--- config.mk ---
export PLATFORM = sky130hd
export DESIGN_NAME = s15x_queue
export DESIGN_NICKNAME = d
export VERILOG_FILES = /design/src/hw/rtl/s15x_pkg.sv /design/src/hw/rtl/s15x_queue.sv
export SDC_FILE = /design/constraint.sdc
export NUM_CORES = 1
export LEC_CHECK = 0
export BUFFER_PORTS_ARGS = -buffer_cell sky130_fd_sc_hd__buf_2
export CAP_MARGIN = 20
export CORE_MARGIN = 3
export CORE_UTILIZATION = 40
export CTS_BUF_LIST = sky130_fd_sc_hd__clkbuf_8
export CTS_CLUSTER_DIAMETER = 100
export CTS_CLUSTER_SIZE = 28
export DETAILED_ROUTE_END_ITERATION = 8
export GPL_ROUTABILITY_DRIVEN = 0
export SYNTH_ARGS = -nofsm -noshare
export SYNTH_HDL_FRONTEND = slang
export SYNTH_SLANG_ARGS = --single-unit
--- constraint.sdc ---
create_clock -name clk -period 2.6 [get_ports clk]
set_clock_uncertainty 0.05 [all_clocks]
set_input_delay 0.52 -clock clk [delete_from_list [all_inputs] [get_ports clk]]
set_output_delay 0.52 -clock clk [all_outputs]
set_load 0.03 [all_outputs]
--- src/hw/rtl/s15x_pkg.sv ---
// Shared types, constants and channel arithmetic for the 1.5x interpolating scaler.
// No dependencies; every other file in hw/rtl imports this package.
`timescale 1ns / 1ps

package s15x_pkg;

	localparam int LINE_WIDTH_W = 11;
	localparam int QUEUE_DEPTH  = 4;
	localparam int QPTR_W       = 2;
	localparam int QCNT_W       = 3;

	typedef enum logic {
		REG_PIXEL_FORMAT = 1'b0,
		REG_LINE_WIDTH   = 1'b1
	} reg_index_t;

	typedef enum logic {
		FMT_RGB565 = 1'b0,
		FMT_RGB555 = 1'b1
	} pixel_format_t;

	typedef struct packed {
		logic [15:0] pixel;
		logic        first_of_frame;
	} in_item_t;

	typedef struct packed {
		logic [15:0] top_left;
		logic [15:0] top_mid;
		logic [15:0] top_right;
		logic [15:0] mid_left;
		logic [15:0] center;
		logic [15:0] mid_right;
		logic [15:0] bottom_left;
		logic [15:0] bottom_mid;
		logic [15:0] bottom_right;
	} out_item_t;

	// One 2x2 source block
	typedef struct packed {
		logic [15:0] ul;
		logic [15:0] ur;
		logic [15:0] ll;
		logic [15:0] lr;
	} quad_t;

	typedef struct packed {
		logic  valid;
		quad_t quad;
	} push_t;

	typedef struct packed {
		logic [QCNT_W-1:0] count;
	} queue_status_t;

	function automatic logic [5:0] chan_r(input logic [15:0] p, input pixel_format_t fmt);
		return (fmt == FMT_RGB555) ? {1'b0, p[14:10]} : {1'b0, p[15:11]};
	endfunction

	function automatic logic [5:0] chan_g(input logic [15:0] p, input pixel_format_t fmt);
		return (fmt == FMT_RGB555) ? {1'b0, p[9:5]} : p[10:5];
	endfunction

	function automatic logic [15:0] pack_rgb(input logic [5:0] r, input logic [5:0] g,
			input logic [4:0] b, input pixel_format_t fmt);
		return (fmt == FMT_RGB555) ? {1'b0, r[4:0], g[4:0], b} : {r[4:0], g, b};
	endfunction

	function automatic logic [15:0] avg2(input logic [15:0] a, input logic [15:0] b,
			input pixel_format_t fmt);
		logic [6:0] rs;
		logic [6:0] gs;
		logic [5:0] bs;
		rs = {1'b0, chan_r(a, fmt)} + {1'b0, chan_r(b, fmt)};
		gs = {1'b0, chan_g(a, fmt)} + {1'b0, chan_g(b, fmt)};
		bs = {1'b0, a[4:0]} + {1'b0, b[4:0]};
		return pack_rgb(rs[6:1], gs[6:1], bs[5:1], fmt);
	endfunction

	function automatic logic [15:0] avg4(input quad_t q, input pixel_format_t fmt);
		logic [7:0] rs;
		logic [7:0] gs;
		logic [6:0] bs;
		rs = {2'b0, chan_r(q.ul, fmt)} + {2'b0, chan_r(q.ur, fmt)}
			+ {2'b0, chan_r(q.ll, fmt)} + {2'b0, chan_r(q.lr, fmt)};
		gs = {2'b0, chan_g(q.ul, fmt)} + {2'b0, chan_g(q.ur, fmt)}
			+ {2'b0, chan_g(q.ll, fmt)} + {2'b0, chan_g(q.lr, fmt)};
		bs = {2'b0, q.ul[4:0]} + {2'b0, q.ur[4:0]} + {2'b0, q.ll[4:0]} + {2'b0, q.lr[4:0]};
		return pack_rgb(rs[7:2], gs[7:2], bs[6:2], fmt);
	endfunction

endpackage

--- src/hw/rtl/s15x_queue.sv ---
// Short block queue between the front end and the interpolation back end.
// Depends on s15x_pkg.
`timescale 1ns / 1ps

module s15x_queue
	import s15x_pkg::*;
(
	input  logic          clk,
	input  logic          arst_n,
	input  push_t         push,
	input  logic          pop,
	output quad_t         head,
	output queue_status_t q_stat
);

	quad_t             slot_q [QUEUE_DEPTH];
	logic [QPTR_W-1:0] wr_ptr_q;
	logic [QPTR_W-1:0] rd_ptr_q;
	logic [QCNT_W-1:0] count_q;

	always_ff @(posedge clk or negedge arst_n) begin
		if (!arst_n) begin
			wr_ptr_q <= '0;
			rd_ptr_q <= '0;
			count_q  <= '0;
		end else begin
			if (push.valid) begin
				wr_ptr_q <= wr_ptr_q + QPTR_W'(1);
			end
			if (pop) begin
				rd_ptr_q <= rd_ptr_q + QPTR_W'(1);
			end
			count_q <= count_q + QCNT_W'(push.valid) - QCNT_W'(pop);
		end
	end

	always_ff @(posedge clk) begin
		if (push.valid) begin
			slot_q[wr_ptr_q] <= push.quad;
		end
	end

	assign head         = slot_q[rd_ptr_q];
	assign q_stat.count = count_q;

endmodule

==> metrics <==
failing checks negative setup slack; WL met1 7.52 mm; met2 wire length 9.38 mm; Hold Fails Final Rpt 0; most common cell after layout, fill and taps aside edfxtp_1; GRT Util Overall 0.136; total number of vias 4,223; largest net degree at the start of global routing 65; DR vias/cell 4.97; Critical Path RT 2.03 ns; Final Instance Area 0.0114 mm2; top cells by area, synth edfxtp_1 80%, mux4_2 15%, dfrtp_1 1.8%; IO Count 135; Starting DRT DRC Count 272; type of the worst setup path reg2out; FMAX 384 MHz; grt ovf 0; initial antenna violation count 0; CP max FO 5; # DRC 0; full die area 0.0259 mm2; kind of start point of the critical path register; fin crit period 2.61 ns; Root Buffer clkbuf_8; IO Port Bufs 134; Worst Hold Class in2reg; Slew @ Worst Pin 0.415 ns; RR Startpoint q_stat[0]; most frequent cells in the layout 256 x edfxtp_1, 102 x buf_2, 64 x mux4_2; DRT Pass-1 Iters 4; CTS tree built; CTS Buf Count 13; syn_nets 441; post-layout util 0.483; outcome finished, violations left; Worst-Skew Late Latency 0.52 ns; nets 596; fin worst setup slack -0.00587 ns; pwr dens 1150 mW/mm2; Mapped Area 0.00961 mm2; CP Capture Type primary output; DRT antenna net count 0; RSZ-0062 raised after global routing true; post-synthesis sequential area ratio 0.818; deepest clock path buffer count 3; drt wl/cell 21.3 um; area share of the largest cell type after synthesis 0.800; layout cells sized above 1 0.455; Worst Setup SP rd_ptr_q[0]; Max stage delay on crit path 0.50 ns; Mean Syn Cell Area 26.3 um2; DR top layer met4; Leakage 3.85 nW; hold path startpoint push[21]; final WL 18.0 mm; P&R area growth vs syn 18.2%; Netlist cell types 15; Slowest-stage cell, CP dfrtp_4; synth warn 0; Die H 161 um; Yosys reg bits 263; final setup vio count 3; VDD IR max 0.569 mV; first-pass GRT wire length 27.2 mm; WP data arrival 2.04 ns; HPWL after DPL 10.5 mm; Yosys top cell by area edfxtp_1; final period utilization 1.00; H-tree Lvls 1; worst rel slew slack 0.723; Clock transition at path regs 0.16 ns; maxcap violations 0; core area 0.0235 mm2; Die Width 161 um; metal3 WL 875 um; Mapped Cells 366; clock sinks 263; pre-CTS setup slack 0.444 ns; Placement Cell Area 0.0108 mm2; vias in the first global route 4,666; Initial Util 0.408; Slew Viols, Final 0; critical-path cell list buf_4 -> clkbuf_16 -> mux4_2 -> buf_2; row count 56
[cells in the mapped netlist]
| cell type | n |
|---|---|
| and2_1 | 4 |
| buf_2 | 6 |
| buf_4 | 2 |
| buf_6 | 5 |
| clkbuf_1 | 1 |
| dfrtp_1 | 7 |
| edfxtp_1 | 256 |
| fa_1 | 1 |
| ha_1 | 6 |
| inv_1 | 6 |
| mux4_2 | 64 |
| nand2_1 | 2 |
| o21ai_0 | 1 |
| xnor2_1 | 3 |
| xor2_1 | 2 |
[critical path: cells and delay by family (launching register included)]
family | cells | cell delay [ns]
mux | 1 | 0.50
buf+inv | 3 | 0.50
flops | 1 | 0.50
[logic make-up after synthesis]
kind of cell,synth area share
AO/OA/AOI/OAI,0.000520
adder cells (fa/ha/maj),0.00990
buffers and inverters,0.0133
multiplexers,0.150
flip-flops,0.818
XOR/XNOR,0.00456
AND/OR/NAND/NOR,0.00339
[metal layers]
metal	up-vias	global-route usage
li1	1861	-
met1	2250	0.179
met2	94	0.236
met3	18	0.0328
met4	0	0.0239
met5	-	0
[power breakdown]
part | leakage (nW) | total (mW) | switching [mW] | internal, mW
Sequential | 2.43 | 5.75 | 0.211 | 5.54
Combinational | 1.28 | 5.59 | 3.20 | 2.38
Clock | 0.137 | 1.71 | 1.18 | 0.524
[path summary, 6_finish.rpt]
check / end / depth (start not counted) / slack, ns
max: head[5] / 4 / -0.006
min: slot_q[3][21] / 1 / 0.14
max reg2reg: q_stat[2] / 7 / 0.91
min reg2reg: wr_ptr_q[0] / 1 / 0.49
max in group asynchronous: rd_ptr_q[1] / 2 / 2.00
min in group asynchronous: rd_ptr_q[0] / 2 / 0.31
[per-stage QoR]
| step | setup TNS (ns) | hold slack [ns] | total power [mW] | std cells |
|---|---|---|---|---|
| global route | -3.75 | 0.102 | 13.7 | 847 |
| finish | -0.0102 | 0.144 | 13.0 | 849 |
| global placement | 0 | 0.333 | 10.8 | 817 |
| CTS | -1.14 | 0.103 | 13.0 | 842 |
| detailed placement | 0 | 0.332 | 10.9 | 817 |
| floorplan | 0 | 0.174 | 9.36 | 366 |
[sequential cells by signal, indices dropped and copies added (netlist names)]
register,flops
slot_q,256
q_stat,3
rd_ptr_q,2
wr_ptr_q,2
[layout make-up]
cell class | instances | area [um2]
fill | 1978 | 12200
tap | 319 | 399
inverter | 6 | 22.5
clock buffer | 14 | 193
antenna | 2 | 5.00
clock inverter | 8 | 43.8
timing repair buffer | 154 | 1200
sequential | 263 | 7870
multi-input combinational | 83 | 1630
[what timing repair did]
| action | 4_1_cts | 5_1_grt |
|---|---|---|
| setup buffers | 2 | 3 |
| gates cloned | 0 | 2 |
| gates resized for setup | 45 | 25 |
| hold buffers | 1 | 0 |
| hold endpoints to repair | 7 | 0 |
| endpoints found under the setup margin | 64 | 64 |
| pin swaps | 0 | 0 |
No activity file was read; power rests on OpenSTA's default activity.
