File: src/hw/rtl/s15x_pkg.sv
// Shared types, constants and channel arithmetic for the 1.5x interpolating scaler.
// No dependencies; every other file in hw/rtl imports this package.
`timescale 1ns / 1ps

package s15x_pkg;

	localparam int LINE_WIDTH_W = 11;
	localparam int QUEUE_DEPTH  = 4;
	localparam int QPTR_W       = 2;
	localparam int QCNT_W       = 3;

	typedef enum logic {
		REG_PIXEL_FORMAT = 1'b0,
		REG_LINE_WIDTH   = 1'b1
	} reg_index_t;

	typedef enum logic {
		FMT_RGB565 = 1'b0,
		FMT_RGB555 = 1'b1
	} pixel_format_t;

	typedef struct packed {
		logic [15:0] pixel;
		logic        first_of_frame;
	} in_item_t;

	typedef struct packed {
		logic [15:0] top_left;
		logic [15:0] top_mid;
		logic [15:0] top_right;
		logic [15:0] mid_left;
		logic [15:0] center;
		logic [15:0] mid_right;
		logic [15:0] bottom_left;
		logic [15:0] bottom_mid;
		logic [15:0] bottom_right;
	} out_item_t;

	// One 2x2 source block
	typedef struct packed {
		logic [15:0] ul;
		logic [15:0] ur;
		logic [15:0] ll;
		logic [15:0] lr;
	} quad_t;

	typedef struct packed {
		logic  valid;
		quad_t quad;
	} push_t;

	typedef struct packed {
		logic [QCNT_W-1:0] count;
	} queue_status_t;

	function automatic logic [5:0] chan_r(input logic [15:0] p, input pixel_format_t fmt);
		return (fmt == FMT_RGB555) ? {1'b0, p[14:10]} : {1'b0, p[15:11]};
	endfunction

	function automatic logic [5:0] chan_g(input logic [15:0] p, input pixel_format_t fmt);
		return (fmt == FMT_RGB555) ? {1'b0, p[9:5]} : p[10:5];
	endfunction

	function automatic logic [15:0] pack_rgb(input logic [5:0] r, input logic [5:0] g,
			input logic [4:0] b, input pixel_format_t fmt);
		return (fmt == FMT_RGB555) ? {1'b0, r[4:0], g[4:0], b} : {r[4:0], g, b};
	endfunction

	function automatic logic [15:0] avg2(input logic [15:0] a, input logic [15:0] b,
			input pixel_format_t fmt);
		logic [6:0] rs;
		logic [6:0] gs;
		logic [5:0] bs;
		rs = {1'b0, chan_r(a, fmt)} + {1'b0, chan_r(b, fmt)};
		gs = {1'b0, chan_g(a, fmt)} + {1'b0, chan_g(b, fmt)};
		bs = {1'b0, a[4:0]} + {1'b0, b[4:0]};
		return pack_rgb(rs[6:1], gs[6:1], bs[5:1], fmt);
	endfunction

	function automatic logic [15:0] avg4(input quad_t q, input pixel_format_t fmt);
		logic [7:0] rs;
		logic [7:0] gs;
		logic [6:0] bs;
		rs = {2'b0, chan_r(q.ul, fmt)} + {2'b0, chan_r(q.ur, fmt)}
			+ {2'b0, chan_r(q.ll, fmt)} + {2'b0, chan_r(q.lr, fmt)};
		gs = {2'b0, chan_g(q.ul, fmt)} + {2'b0, chan_g(q.ur, fmt)}
			+ {2'b0, chan_g(q.ll, fmt)} + {2'b0, chan_g(q.lr, fmt)};
		bs = {2'b0, q.ul[4:0]} + {2'b0, q.ur[4:0]} + {2'b0, q.ll[4:0]} + {2'b0, q.lr[4:0]};
		return pack_rgb(rs[7:2], gs[7:2], bs[6:2], fmt);
	endfunction

endpackage

File: src/hw/rtl/s15x_back.sv
// Back end: interpolates one 2x2 block into a 3x3 result and holds it for transfer.
// Depends on s15x_pkg; pops blocks from s15x_queue.
`timescale 1ns / 1ps

module s15x_back
	import s15x_pkg::*;
(
	input  logic          clk,
	input  logic          arst_n,
	input  queue_status_t q_stat,
	input  quad_t         head,
	input  pixel_format_t fmt,
	output logic          pop,
	output logic          out_valid,
	input  logic          out_stall,
	output out_item_t     out_data
);

	logic      out_valid_q;
	out_item_t out_data_q;
	out_item_t res;

	assign pop = (q_stat.count != '0) && (!out_valid_q || !out_stall);

	always_comb begin
		res.top_left     = head.ul;
		res.top_mid      = avg2(head.ul, head.ur, fmt);
		res.top_right    = head.ur;
		res.mid_left     = avg2(head.ul, head.ll, fmt);
		res.center       = avg4(head, fmt);
		res.mid_right    = avg2(head.ur, head.lr, fmt);
		res.bottom_left  = head.ll;
		res.bottom_mid   = avg2(head.ll, head.lr, fmt);
		res.bottom_right = head.lr;
	end

	always_ff @(posedge clk or negedge arst_n) begin
		if (!arst_n) begin
			out_valid_q <= 1'b0;
		end else if (pop) begin
			out_valid_q <= 1'b1;
		end else if (!out_stall) begin
			out_valid_q <= 1'b0;
		end
	end

	// Hold the result while stalled
	always_ff @(posedge clk) begin
		if (pop) begin
			out_data_q <= res;
		end
	end

	assign out_valid = out_valid_q;
	assign out_data  = out_data_q;

endmodule
File: config.mk
export PLATFORM = sky130hd
export DESIGN_NAME = s15x_back
export DESIGN_NICKNAME = d
export VERILOG_FILES = /design/src/hw/rtl/s15x_pkg.sv /design/src/hw/rtl/s15x_back.sv
export SDC_FILE = /design/constraint.sdc
export NUM_CORES = 1
export LEC_CHECK = 0
export BUFFER_PORTS_ARGS = -buffer_cell sky130_fd_sc_hd__buf_2
export CAP_MARGIN = 15
export CORE_UTILIZATION = 52
export CTS_BUF_LIST = sky130_fd_sc_hd__clkbuf_8
export CTS_CLUSTER_SIZE = 28
export DETAILED_ROUTE_END_ITERATION = 8
export HOLD_SLACK_MARGIN = 0.08
export PLACE_DENSITY = 0.8
export SLEW_MARGIN = 20
export SYNTH_ARGS = -nofsm -noshare
export SYNTH_HDL_FRONTEND = slang
export SYNTH_SLANG_ARGS = --single-unit
File: constraint.sdc
create_clock -name clk -period 8.8 [get_ports clk]
set_input_delay 0.44 -clock clk [delete_from_list [all_inputs] [get_ports clk]]
set_output_delay 0.44 -clock clk [all_outputs]
set_load 0.02 [all_outputs]
==> qor.yml <==
finish:
  drive_above_1_share_pct: 29.8
  fin_cells: 1143
  finalNetCount: 1095
  mostFrequentLayoutCells: "buf_2, edfxtp_1, inv_1"
  final_common_cell: "buf_2"
  num-fill-cells: 1243
  area_growth_pct: 20.1
  fin_util_pct: 64.8
logic_synthesis:
  synth_area_sq_mm: 0.00866
  synth-async-reset-ratio_pct: 0.690
  ys_types: 55
  synthFlopType: "edfxtp_1"
  synth_seq_cells: 145
  synth_edf_count: 144
  synth_nets: 865
  synth.area.top_cells: "edfxtp_1, fa_1, ha_1, inv_1, xnor2_1"
  synth_largest_area_cell: "edfxtp_1"
  synth_top_area_share_pct: 49.9
  yosysSeqAreaShare_pct: 50.2
  synth_warnings: 0
  synthCells: 683
  post_synth.cell_area_avg_sq_um: 12.7
place:
  dpl.hpwl_um: 14300
  post-place-cells: 1109
  routabilityCongestion: 0.882
  io_buffers: 216
setup_path:
  r2r_end: "out_data[103]$_DFFE_PP_"
  end_kind: "flip-flop"
  crit_path_end: "out_data[78]$_DFFE_PP_"
  arrival_ns: 4.37
  required_ns: 9.07
  start_kind: "primary input"
  path_max_fanout: 77
  crit_type: "primary input to flip-flop"
  r2r_cells: 3
  rrSetupSlack_ns: 6.77
  cp-startpoint: "fmt"
  rr_startpoint: "out_valid$_DFFE_PN0P_"
global_routing:
  antenna_found_initial: 0
  grt_overflow: 0
  grt_pass1_vias: 5816
  grt_max_degree: 78
  grt_pass1_wl_um: 28500
  grt_use_total_pct: 22.3
status:
  status: "complete, no violations"
floorplanning:
  io_pins: 217
  num_rows: 46
  dieArea_sq_mm: 0.0172
  die_h_um: 131
  core_area_sq_mm: 0.0161
  die_w_um: 131
  start_util_pct: 53.9
cts:
  clkTransAtPathRegs_ns: 0.09
  cts_tree: "done"
  htreeDepth: 4
  cts_root_buffer: "clkbuf_8"
  cts.sinks: 145
  cts_buffer_depth: 2
  clock_latency_ns: 0.44
  numCtsBuffers: 17
job:
  cap_viol_max_count: 0
timing:
  finalHoldViolCount: 0
  fin_crit_sh_pct: 46.7
  clock.fmax_mhz: 244
  rsz0062_at_grt: "no"
  hold_ws_ns: 0.187
  worstMarginPinSlew_ns: 0.823
  timing.setup.tns_ns: 0
  max_slew_margin_pct: 45.2
  final-setup-viol-count: 0
  fin_skew_ns: 0.00915
  fin_crit_ns: 4.11
  slew_violations: 0
detailed_routing:
  viasPerCell: 5.25
  first_pass_iters: 5
  routed_wl_um: 18400
  drtAntennaViolNets: 0
  wl_per_cell_um: 16.1
  num_vias: 6004
  drcViolationCount: 0
  drt_iter0_drc: 372
power_and_ir_drop:
  p_clk_share_pct: 24.5
  switchingPower_uw: 715
  peakVddDrop_mv: 0.117
  powerDensity_mw_per_mm2: 204
  power_frac_seq_pct: 42.4
  swShare_pct: 33.7
  combPwrFrac_pct: 33.1
  p_leak_uw: 0.00461
  p_int_uw: 1410
hold_path:
  hp-class: "primary input to flip-flop"
kinds of logic (layout without fill, tap and decap cells):
| kind of cell | Yosys count | after routing | share of synthesized area [%] |
|---|---|---|---|
| buffers and inverters | 104 | 347 | 4.75 |
| multiplexers | 26 | 26 | 3.14 |
| adder cells (fa/ha/maj) | 111 | 111 | 19.9 |
| XOR/XNOR | 41 | 41 | 4.15 |
| flip-flops | 145 | 145 | 50.2 |
| other | 0 | 1 | 0 |
| AND/OR/NAND/NOR | 136 | 136 | 8.42 |
| AO/OA/AOI/OAI | 120 | 120 | 9.46 |
worst min-delay path by stage:
stage,from,to,slack [ns],cells past startpoint
finish,head[31],out_data[47]$_DFFE_PP_,0.19,1
global route,head[31],out_data[47]$_DFFE_PP_,0.15,1
CTS,head[31],out_data[47]$_DFFE_PP_,0.15,1
detailed placement,arst_n,out_valid$_DFFE_PN0P_,0.22,1
global placement,arst_n,out_valid$_DFFE_PN0P_,0.22,1
floorplan,arst_n,out_valid$_DFFE_PN0P_,0.14,0
metal layers:
layer	wire (um)	share of wire, %	track usage, %	vias to the layer above
li1	-	-	-	2911
met1	7740	42	27.5	2846
met2	9150	50	38.2	221
met3	1240	6.7	5.46	26
met4	297	1.6	7.78	0
met5	0	0	0	-
critical path, stage by stage:
cell and delay, ns:
buf_2 0.07, buf_4 0.63, mux2i_1 0.63, fa_1 0.53, fa_1 0.59, nor3b_1 0.07
fa_1 0.40, a21o_1 0.19, a21oi_1 0.23, mux2_2 0.36, a211oi_1 0.18
sequential cells by signal (all words and copies together), names as in the netlist:
name	cells
out_data	144
out_valid	1
area by class of cell:
type | count | area (sq um) | share of cell area (%)
Sequential cell | 145 | 4350 | 41.8
Antenna cell | 1 | 2.50 | 0.0241
Clock inverter | 15 | 159 | 1.53
Tap cell | 216 | 270 | 2.60
Inverter | 94 | 353 | 3.39
Timing Repair Buffer | 221 | 1120 | 10.8
Clock buffer | 17 | 234 | 2.25
Multi-Input combinational cell | 434 | 3910 | 37.6
metrics by stage:
stage | worst slack (ns) | total power [uW] | cell area, sq um
final | 4.69 | 2120 | 10400
after global routing | 4.46 | 2250 | 10400
after CTS | 4.71 | 2140 | 10400
after detailed placement | 4.28 | 1620 | 9990
after global placement | 4.39 | 1600 | 9990
after floorplan | 0.377 | 1420 | 8660
power by group through the flow:
stage          sequential (uW)  clock [uW]  combinational [uW]
3_3_place_gp               918           0                 682
3_5_place_dp               918           0                 701
6_report                   901         521                 703
5_1_grt                    912         557                 782
2_1_floorplan             1040           0                 380
4_1_cts                    902         535                 707
what timing repair did:
item,in CTS,in global routing
hold buffers,1,0
gates resized for setup,0,0
hold endpoints to repair,1,0
buffers inserted,0,0
cells in the mapped netlist (all sizes together), types with 13 or more instances:
cell type / n
edfxtp: 144
inv: 94
ha: 67
fa: 44
a21oi: 37
nand2: 37
nor2: 36
xnor2: 32
o21ai: 22
mux2i: 17
nor3: 13
No activity file was read; power rests on OpenSTA's default activity.
